`config.mk`:
```
export PLATFORM = sky130hd
export DESIGN_NAME = hsf_ln
export DESIGN_NICKNAME = d
export VERILOG_FILES = /design/src/rtl/hsf_pkg.sv /design/src/rtl/hsf_ln.sv
export SDC_FILE = /design/constraint.sdc
export NUM_CORES = 2
export LEC_CHECK = 0
export ABC_AREA = 1
export BUFFER_PORTS_ARGS = -buffer_cell sky130_fd_sc_hd__buf_2
export CAP_MARGIN = 20
export CORE_ASPECT_RATIO = 0.6
export CORE_UTILIZATION = 65
export DETAILED_ROUTE_END_ITERATION = 7
export PLACE_DENSITY_LB_ADDON = 0.15
export SYNTH_ARGS = -nofsm -noshare
export SYNTH_HDL_FRONTEND = slang
export SYNTH_SLANG_ARGS = --single-unit
export TNS_END_PERCENT = 50
```
`constraint.sdc`:
```
create_clock -name clk -period 8.6 [get_ports clk]
set_input_delay 0.86 -clock clk [delete_from_list [all_inputs] [get_ports clk]]
set_output_delay 0.86 -clock clk [all_outputs]
set_load 0.005 [all_outputs]
```
`src/rtl/hsf_pkg.sv`:
```
`default_nettype none
package hsf_pkg;

  // Input command codes, carried in in_tuser.
  typedef enum logic [1:0] {
    CMD_TRANS = 2'd0,
    CMD_INIT  = 2'd1,
    CMD_LIK   = 2'd2,
    CMD_START = 2'd3
  } cmd_t;

  // Control strobes broadcast from the sequencer to every cell.
  typedef struct packed {
    logic start;
    logic mac_mul;
    logic mac_acc;
    logic rotate;
    logic raw_mul;
    logic raw_reg;
    logic div_load;
    logic div_step;
    logic commit;
    logic first;
    logic zero;
  } cell_ctl_t;

  // ln(2) in Q0.32.
  localparam logic [31:0] LN2_Q32 = 32'd2977044472;

  localparam logic [31:0] LOG_MIN = 32'h8000_0000;
  localparam logic [31:0] LOG_MAX = 32'h7FFF_FFFF;

endpackage
`default_nettype wire

```
`src/rtl/hsf_ln.sv`:
```
`default_nettype none
module hsf_ln #(
  parameter int SW             = 25,
  parameter int PROB_FRAC_BITS = 16
) (
  input  wire           clk,
  input  wire           rst_n,
  input  wire           start,
  input  wire  [SW-1:0] scale,
  output logic          done,
  output logic [31:0]   ln_val
);
  import hsf_pkg::*;

  typedef enum logic [4:0] {
    L_IDLE = 5'b00001,
    L_NORM = 5'b00010,
    L_SQ   = 5'b00100,
    L_MUL  = 5'b01000,
    L_RND  = 5'b10000
  } ln_state_t;

  ln_state_t      state_r;
  logic [SW-1:0]  x_r;
  logic [5:0]     p_r;
  logic [30:0]    m_r;
  logic [15:0]    frac_r;
  logic [3:0]     k_r;
  logic [55:0]    prod_r;
  logic           neg_r;
  logic           done_r;
  logic [31:0]    ln_r;

  logic [SW+30:0] norm;
  logic [61:0]    sq;
  logic [31:0]    t;
  logic [7:0]     pd;
  logic [23:0]    l;
  logic [23:0]    mag;
  logic [55:0]    rs;

  always_comb begin
    norm = {x_r, 31'b0};
    sq   = 62'(m_r) * 62'(m_r);
    t    = sq[61:30];
    pd   = {2'b00, p_r} - 8'(PROB_FRAC_BITS);
    l    = {pd, frac_r};
    mag  = l[23] ? (~l + 24'd1) : l;
    rs   = prod_r + (56'd1 << 31);
  end

  always_ff @(posedge clk) begin
    if (!rst_n) begin
      state_r <= L_IDLE;
      done_r  <= 1'b0;
    end else begin
      done_r <= 1'b0;
      case (state_r)
        L_IDLE: begin
          if (start) begin
            x_r     <= scale;
            p_r     <= 6'(SW - 1);
            state_r <= L_NORM;
          end
        end
        L_NORM: begin
          if (x_r[SW-1]) begin
            m_r     <= norm[SW+30 -: 31];
            k_r     <= '0;
            frac_r  <= '0;
            state_r <= L_SQ;
          end else begin
            x_r <= {x_r[SW-2:0], 1'b0};
            p_r <= p_r - 6'd1;
          end
        end
        L_SQ: begin
          // One fraction bit of log2 per squaring, most significant first.
          m_r    <= t[31] ? t[31:1] : t[30:0];
          frac_r <= {frac_r[14:0], t[31]};
          k_r    <= k_r + 4'd1;
          if (k_r == 4'd15) state_r <= L_MUL;
        end
        L_MUL: begin
          neg_r   <= l[23];
          prod_r  <= 56'(mag) * 56'(LN2_Q32);
          state_r <= L_RND;
        end
        L_RND: begin
          ln_r    <= neg_r ? (~32'(rs[55:32]) + 32'd1) : 32'(rs[55:32]);
          done_r  <= 1'b1;
          state_r <= L_IDLE;
        end
        default: state_r <= L_IDLE;
      endcase
    end
  end

  assign done   = done_r;
  assign ln_val = ln_r;

endmodule
`default_nettype wire

```
==> qor.yml <==
status: "completed"
clock-sinks: 146
fill_cells: 6074
ant_nets: 0
synthFlopType: "edfxtp_1"
yosysWarningCount: 0
start_util_pct: 65.78
final-setup-viol-count: 0
grt_use_total_pct: 38.02
fin_nets: 7503
max-slew-margin-rel_pct: 33.16
mostFrequentLayoutCell: "inv_1"
timing_worst_setup_path_type: "flip-flop to flip-flop"
syn_avg_cell_area_um2: 8.246
die_height_um: 213.5
start_kind: "flip-flop"
max_freq_mhz: 123.3
period_share_pct: 94.30
skew_ns: 0.01673
multiInputGateArea_um2: 36890
wl_per_cell_um: 19.76
dpl.hpwl_mm: 120.5
crit_path_frequent_cell: "inv_1"
regArea_um2: 4324
design_area_um2: 51090
dp_worst_setup_slack_ns: 0.5219
finalWeightedCongestion: 1.013
area_growth_pct: 5.381
vias: 37494
worstPathRequired_ns: 8.81
synth_edf_count: 140
ys_types: 53
crit_path_max_incr_delay_ns: 0.62
tightest_slew_ns: 1.003
cp_data_arrival_time_ns: 8.32
drive_gt1_share_pct: 4.682
synth_fp_nets: 7436
clkTransAtPathRegs_ns: 0.08
grt-busiest-layer: "met1"
setup_slack_ns: 0.4899
hold_viol_final: 0
die_x_um: 354.6
final_max_slew_viol_count: 0
overflow: 0
h-tree-depth: 4
antenna_found_initial: 2
viasPerCell: 5.397
grt_pass1_wl_mm: 215.7
post_cts_buffers: 0
first_pass_iters: 6
num_rows: 77
coreArea_um2: 73700
maxCapViolations: 0
syn_area_um2: 48480
hp-class: "flip-flop to flip-flop"
use_met1_pct: 57.45
grt_pass1_vias: 38032
finalCriticalPeriod_ns: 8.110
cts_made_buffers: 17
gr-usage-met2_pct: 52.51
cp-end-kind: "flip-flop"
io_buffers: 60
cp_max_fo: 6
grt_max_degree: 50
slowest_stage: "fa_1"
clk_path_buf_depth: 2
ys_seq_elements: 146
ioPinCount: 61
drc: 0
async_reset_ff_share_pct: 0
grt_use_met3_pct: 14.09
clock_latency_ns: 0.47
drtIter0Drc: 3405
die-area_um2: 75710
cts-root-buf: "clkbuf_16"
mostFrequentLayoutCells: "inv_1, nand2_1, fa_1"
synth_seq_area_share_pct: 8.920
netlist_instances: 5879
post_dp_cell_area_um2: 50440
tritoncts: "built"
wirelength_mm: 137.3
-- per-layer routing --
metal | vias up | wire [um]
li1 | 17243 | -
met5 | - | 8
met3 | 163 | 18110
met1 | 18203 | 61370
met2 | 1883 | 55360
met4 | 2 | 2427
-- logic make-up (layout without fill, tap and decap cells) --
| kind of cell | Yosys count | in the layout | share of synthesized area [%] |
|---|---|---|---|
| other | 0 | 1 | 0 |
| xor gates and xnor gates | 94 | 94 | 1.714 |
| AOI/OAI and AO/OA | 242 | 242 | 2.976 |
| adders and majority gates | 1529 | 1529 | 54.87 |
| DFF | 146 | 146 | 8.920 |
| and+or+nand+nor | 1932 | 1932 | 16.42 |
| buffers and inverters | 1936 | 2016 | 15.10 |
-- per-stage QoR --
step / instances / util (%) / hold slack, ns / TNS, ns
after floorplan: 5879 / - / 0.4932 / 0
after CTS: 6945 / 69.26 / 0.5809 / 0
after detailed placement: 6913 / 68.44 / 0.5634 / 0
final: 6947 / 69.32 / 0.5790 / 0
after global placement: 6913 / 68.44 / 0.5562 / 0
after global routing: 6946 / 69.31 / 0.6049 / -0.01554
-- critical path: cells and delay by family (launching register included) --
family	cells	cell delay [ns]
AO/OA/AOI/OAI	5	0.83
flip-flops	1	0.52
XOR/XNOR	2	0.54
adder cells (fa/ha/maj)	9	3.99
buffers and inverters	9	1.02
AND/OR/NAND/NOR	7	0.96
-- timing repair --
| action | 4_1_cts | 5_1_grt |
|---|---|---|
| gates resized for setup | 0 | 3 |
| endpoints found under the setup margin | 0 | 20 |
| hold buffers | 0 | 0 |
-- area by class of cell --
class | count | share of cell area (%)
flip-flops and latches | 146 | 8.464
multi-input cells | 3797 | 72.20
diodes | 1 | 0.004898
clock buffers | 17 | 0.8327
repair buffers | 170 | 2.390
clock inverters | 15 | 0.3527
well taps | 987 | 2.417
inverters | 1814 | 13.33
-- cells in the mapped netlist, drive strengths merged (2+ instances only) --
library cell	count	share of area (%)
inv	1811	14
nand2	1343	11
fa	995	41
ha	534	14
nor2	284	2.4
nand3	190	2.0
edfxtp	140	8.7
clkbuf	102	0.79
a21oi	100	1.0
xor2	67	1.2
o21ai	65	0.71
nand4	37	0.48
nor3	31	0.35
xnor2	27	0.49
a22o	23	0.42
buf	20	0.26
nor4	16	0.23
a21o	15	0.23
o21bai	13	0.20
or2	12	0.15
a31oi	9	0.12
and3	9	0.12
dfxtp	6	0.25
o21a	6	0.093
nand3b	5	0.10
a211oi	4	0.062
a21boi	3	0.046
and2	3	0.039
clkinv	3	0.028
o31ai	2	0.031
-- worst paths after layout --
kind	cells past startpoint	slack [ns]	end	from
worst max-delay path	32	0.49	prod_r[40]	frac_r[0]
worst min-delay path	1	0.58	x_r[15]	x_r[14]
worst max register to register	32	0.49	prod_r[40]	frac_r[0]
worst min register to register	1	0.58	x_r[15]	x_r[14]
-- state kept, by name, indices dropped and copies added, names as in the netlist --
register and cells:
ln_val 32, p_r 6, prod_r 25, neg_r 1, state_r 5, m_r 31, k_r 4, done 1
x_r 25, frac_r 16
Power is left out: the tool's default activity adds up to more than one toggle a clock period on the data nets, which glitch-free logic cannot reach.
