**config.mk**
```make
export PLATFORM = sky130hd
export DESIGN_NAME = hsf_cell
export DESIGN_NICKNAME = d
export VERILOG_FILES = /design/src/rtl/hsf_pkg.sv /design/src/rtl/hsf_cell.sv
export SDC_FILE = /design/constraint.sdc
export NUM_CORES = 2
export LEC_CHECK = 0
export ABC_AREA = 1
export BUFFER_PORTS_ARGS = -buffer_cell sky130_fd_sc_hd__buf_2
export CORE_MARGIN = 5
export CORE_UTILIZATION = 55
export DETAILED_ROUTE_END_ITERATION = 7
export MAX_ROUTING_LAYER = met4
export PLACE_DENSITY = 0.81
export SYNTH_ARGS = -nofsm -noshare
export SYNTH_HDL_FRONTEND = slang
export SYNTH_SLANG_ARGS = --single-unit
```
**constraint.sdc**
```tcl
create_clock -name clk -period 11.5 [get_ports clk]
set_clock_uncertainty 0.1 [all_clocks]
set_input_delay 2.875 -clock clk [delete_from_list [all_inputs] [get_ports clk]]
set_output_delay 2.875 -clock clk [all_outputs]
set_load 0.01 [all_outputs]
```
**src/rtl/hsf_pkg.sv**
```systemverilog
`default_nettype none
package hsf_pkg;

  // Input command codes, carried in in_tuser.
  typedef enum logic [1:0] {
    CMD_TRANS = 2'd0,
    CMD_INIT  = 2'd1,
    CMD_LIK   = 2'd2,
    CMD_START = 2'd3
  } cmd_t;

  // Control strobes broadcast from the sequencer to every cell.
  typedef struct packed {
    logic start;
    logic mac_mul;
    logic mac_acc;
    logic rotate;
    logic raw_mul;
    logic raw_reg;
    logic div_load;
    logic div_step;
    logic commit;
    logic first;
    logic zero;
  } cell_ctl_t;

  // ln(2) in Q0.32.
  localparam logic [31:0] LN2_Q32 = 32'd2977044472;

  localparam logic [31:0] LOG_MIN = 32'h8000_0000;
  localparam logic [31:0] LOG_MAX = 32'h7FFF_FFFF;

endpackage
`default_nettype wire

```
**src/rtl/hsf_cell.sv**
```systemverilog
`default_nettype none
module hsf_cell #(
  parameter int MAX_STATES     = 16,
  parameter int PROB_FRAC_BITS = 16,
  parameter int IDX            = 0
) (
  input  wire                                   clk,
  input  wire                                   rst_n,
  input  hsf_pkg::cell_ctl_t                    ctl,
  input  wire                                   active,
  input  wire                                   wr_tr,
  input  wire                                   wr_init,
  input  wire                                   wr_lik,
  input  wire  [$clog2(MAX_STATES)-1:0]         wr_row,
  input  wire  [PROB_FRAC_BITS:0]               wr_val,
  input  wire  [PROB_FRAC_BITS:0]               nb_fwd,
  input  wire  [$clog2(MAX_STATES)-1:0]         nb_ptr,
  input  wire  [PROB_FRAC_BITS+2*$clog2(MAX_STATES):0] scale_i,
  output logic [PROB_FRAC_BITS:0]               fwd_o,
  output logic [$clog2(MAX_STATES)-1:0]         ptr_o,
  output logic [PROB_FRAC_BITS+$clog2(MAX_STATES):0] raw_o
);
  import hsf_pkg::*;

  localparam int F   = PROB_FRAC_BITS;
  localparam int PW  = F + 1;
  localparam int IW  = $clog2(MAX_STATES);
  localparam int RW  = F + IW + 1;
  localparam int SW  = F + 2 * IW + 1;
  localparam int ACW = 2 * F + IW + 1;
  localparam int PRW = RW + PW;
  localparam int DW  = SW + PW;
  localparam logic [ACW:0] HALF_A = (ACW + 1)'(1) << (F - 1);
  localparam logic [PRW:0] HALF_P = (PRW + 1)'(1) << (F - 1);

  logic [PW-1:0]  tcol [MAX_STATES];
  logic [PW-1:0]  init_r;
  logic [PW-1:0]  lik_r;
  logic [PW-1:0]  fwd_r;
  logic [IW-1:0]  ptr_r;
  logic [PRW-1:0] prod_r;
  logic [ACW-1:0] acc_r;
  logic [RW-1:0]  raw_r;
  logic [SW-1:0]  rem_r;
  logic [PW-1:0]  dlo_r;
  logic [PW-1:0]  q_r;

  logic [ACW:0]   s_full;
  logic [RW-1:0]  mul_a;
  logic [PW-1:0]  mul_b;
  logic [PRW:0]   p_rnd;
  logic [DW-1:0]  dsum;
  logic [SW:0]    trial;
  logic [SW:0]    diff;
  logic           ge;

  always_comb begin
    s_full = {1'b0, acc_r} + HALF_A;
    if (ctl.mac_mul) begin
      mul_a = RW'(fwd_r);
      mul_b = tcol[ptr_r];
    end else begin
      mul_a = ctl.first ? RW'(init_r) : s_full[F +: RW];
      mul_b = lik_r;
    end
    p_rnd = {1'b0, prod_r} + HALF_P;
    dsum  = DW'({raw_r, {F{1'b0}}}) + DW'(scale_i >> 1);
    trial = {rem_r, dlo_r[PW-1]};
    diff  = trial - {1'b0, scale_i};
    ge    = (trial >= {1'b0, scale_i});
  end

  always_ff @(posedge clk) begin
    if (wr_tr) tcol[wr_row] <= wr_val;
    if (wr_init) init_r <= wr_val;
    if (wr_lik) lik_r <= wr_val;
    if (ctl.mac_mul || ctl.raw_mul) prod_r <= PRW'(mul_a) * PRW'(mul_b);
    if (ctl.start) begin
      acc_r <= '0;
    end else if (ctl.mac_acc) begin
      acc_r <= acc_r + prod_r[ACW-1:0];
    end
    if (ctl.raw_reg) raw_r <= p_rnd[F +: RW];
    // The division keeps only the remainder below the scale; the low
    // dividend bits are shifted in one per cycle.
    if (ctl.div_load) begin
      rem_r <= dsum[DW-1:PW];
      dlo_r <= dsum[PW-1:0];
    end else if (ctl.div_step) begin
      rem_r <= ge ? diff[SW-1:0] : trial[SW-1:0];
      dlo_r <= {dlo_r[PW-2:0], 1'b0};
      q_r   <= {q_r[PW-2:0], ge};
    end
  end

  // The forward value and its row pointer circulate round the active cells.
  always_ff @(posedge clk) begin
    if (!rst_n) begin
      fwd_r <= '0;
      ptr_r <= IW'(IDX);
    end else if (ctl.start) begin
      ptr_r <= IW'(IDX);
    end else if (ctl.rotate && active) begin
      fwd_r <= nb_fwd;
      ptr_r <= nb_ptr;
    end else if (ctl.commit && active) begin
      fwd_r <= ctl.zero ? '0 : q_r;
    end
  end

  assign fwd_o = fwd_r;
  assign ptr_o = ptr_r;
  assign raw_o = raw_r;

endmodule
`default_nettype wire

```
==> flow_summary.ini <==
[outcome]
status = finished clean

[synthesis]
synth_nets = 4698
ys_top_cells_by_area = edfxtp_1 35%, fa_1 16%, nand2_1 8.8%
synth_top_cell_by_area = edfxtp_1
async_reset_ff_share_pct = 0
netlist_instances = 4148
yosysMostFrequentCell = nand2_1
syn_area_per_cell_sq_um = 8.764
synth_warnings = 0
synth.cell_area_sq_mm = 0.03635
synth_enable_flop_cells = 423
ys_ff_latch = 485
synth_top_flop_cell = edfxtp_1
ys_top_cells_by_count = 854 x nand2_1, 668 x inv_1, 499 x nor2_1, 423 x edfxtp_1, 286 x fa_1
synth_top_area_share_pct = 34.94
ys_seq_area_share_pct = 38.35
ys_types = 56

[grt]
grt_max_degree = 103
grt_pass1_vias = 29240
grt_util_all_layers_pct = 31.80
overflow = 0
antenna_found_initial = 5
grt_pass1_wl_microns = 169000

[sta]
relSlewSlack_pct = 16.00
fin_crit_sh_pct = 81.49
fmax_ghz = 0.1067
worst_slew_pin_slew_ns = 1.259
rsz0062_at_grt = no
finalHoldViolCount = 0
tns_ns = 0
setup_viol_count_final = 0
finalMaxSlewViolations = 0
fin_crit_ns = 9.371

[place]
portBuffers = 125
gp_congestion = 1.057
dp.final_hpwl_microns = 82780

[worst_setup_path]
critPathRequiredTime_ns = 11.79
arrival_ns = 9.66
crit_path_start_kind = input port
crit_family = adder cells
criticalPathCategory = in -> reg
crit_buf_inv = 7
r2r-end = prod_r[25]
r2r_setup_slack_ns = 2.91
cp-startpoint = ctl[9]
end_kind = flop
slowest_delay_ns = 0.63
path_max_fanout = 52
timing.critical_path.mode_cell = fa_1
r2r_cells = 31
crit_slowest_cell = o21a_1

[drt]
drt_wl_total_microns = 111300
avgViaCountPerCell = 5.765
ant_nets = 0
drt_iter0_markers = 3513
vias = 29650
post-route-drc-count = 0
first_pass_iters = 8
wl_per_cell_microns = 21.64

[cells_and_area]
syn2layout_area_growth_pct = 8.250
layout.nets = 4781
drive_gt1_share_pct = 7.770

[floorplan]
dieWidth_microns = 267.1
pin_count = 126
die_y_microns = 267.1
core_area_sq_mm = 0.06563
start_util_pct = 55.39
row_count = 94
die-area_sq_mm = 0.07134

[hold_path]
min-delay-start = q_r[2]
worstHoldPathType = reg -> reg
min_path_cells = 0
holdPathEnd = q_r[3]

[job]
drv_cap = 0

[cts]
clock_path_buffers = 3
cts-buffers-inserted = 50
worstSkewPairLatency_ns = 0.63
hold_buffers = 0
cts_setup_buffers = 0
cts-root-buf = clkbuf_16
cts_tree = yes
cts_htree_levels = 2
cts_resized = 0
path_clk_slew_ns = 0.08
clkSinkCount = 485
## final cells by class
cell class,instances,area (sq um)
Inverter,692,2600
Sequential cell,485,13950
Clock inverter,33,325.3
Tap cell,864,1081
Timing Repair Buffer,162,903.4
Fill cell,5647,26280
Antenna cell,5,12.51
Multi-Input combinational cell,2840,19130
Clock buffer,61,1355
## kinds of logic after synthesis
| logic type | after synthesis | share of synthesized area [%] |
|---|---|---|
| DFF | 485 | 38.35 |
| and+or+nand+nor | 1682 | 19.07 |
| xor gates and xnor gates | 91 | 2.192 |
| buffers and inverters | 823 | 9.169 |
| AOI/OAI and AO/OA | 601 | 9.272 |
| adders and majority gates | 466 | 21.94 |
## metal layers
layer	GRT usage, %	routed length, microns	up-vias
met1	42.06	44260	14110
met2	48.65	50070	1614
li1	-	-	13610
met3	7.166	12000	319
met4	11.81	4942	0
met5	-	0	-
## through the flow
stage	cell area, sq um	util [%]	instances	worst slack [ns]	hold slack [ns]
2_1_floorplan	36350	-	4148	2.750	0.3264
3_3_place_gp	37660	57.38	5043	1.658	0.3282
3_5_place_dp	37660	57.38	5043	1.588	0.3323
4_1_cts	39340	59.94	5137	2.249	0.3493
5_1_grt	39350	59.96	5142	1.713	0.3645
6_report	39350	59.96	5142	2.129	0.3549
## how the worst max path moves through the flow
stage                 end  depth (start not counted)  slack (ns)
2_1_floorplan  prod_r[25]                         27        2.75
3_3_place_gp   prod_r[28]                         26        1.66
3_5_place_dp   prod_r[28]                         23        1.59
4_1_cts        prod_r[28]                         26        2.25
5_1_grt        prod_r[25]                         26        1.71
6_report       prod_r[28]                         26        2.13
## registers in the layout, summed over array words and instances (netlist names), named ones only
name / flops
ptr_o: 4
init_r: 17
rem_r: 25
lik_r: 17
fwd_o: 17
tcol: 272
raw_o: 21
dlo_r: 17
prod_r: 37
acc_r: 37
q_r: 17
## cells in the final DEF (no fill, tap or decap), drive strengths merged, types with 4 or more instances in the layout
cell    netlist  layout
a21o          9       9
nand3       204     204
edfxtp      423     423
inv         685     687
fa          286     286
or2          11      11
o21ai       299     299
buf          86     162
a21oi       186     186
bufinv        0       4
o221ai       21      21
a22oi         4       4
nand4        58      58
nor3         22      22
ha          180     180
clkbuf       45      61
o21a          8       8
nor2        506     506
nand2       860     860
dfxtp        62      62
clkinv        7      31
o22ai        38      38
o211ai        8       8
a31oi         6       6
xor2         60      60
o21bai       16      16
diode         0       5
xnor2        31      31
nand3b       11      11
nor4          6       6
Power is left out: the tool's default activity adds up to more than one toggle a clock period on the data nets, which glitch-free logic cannot reach.
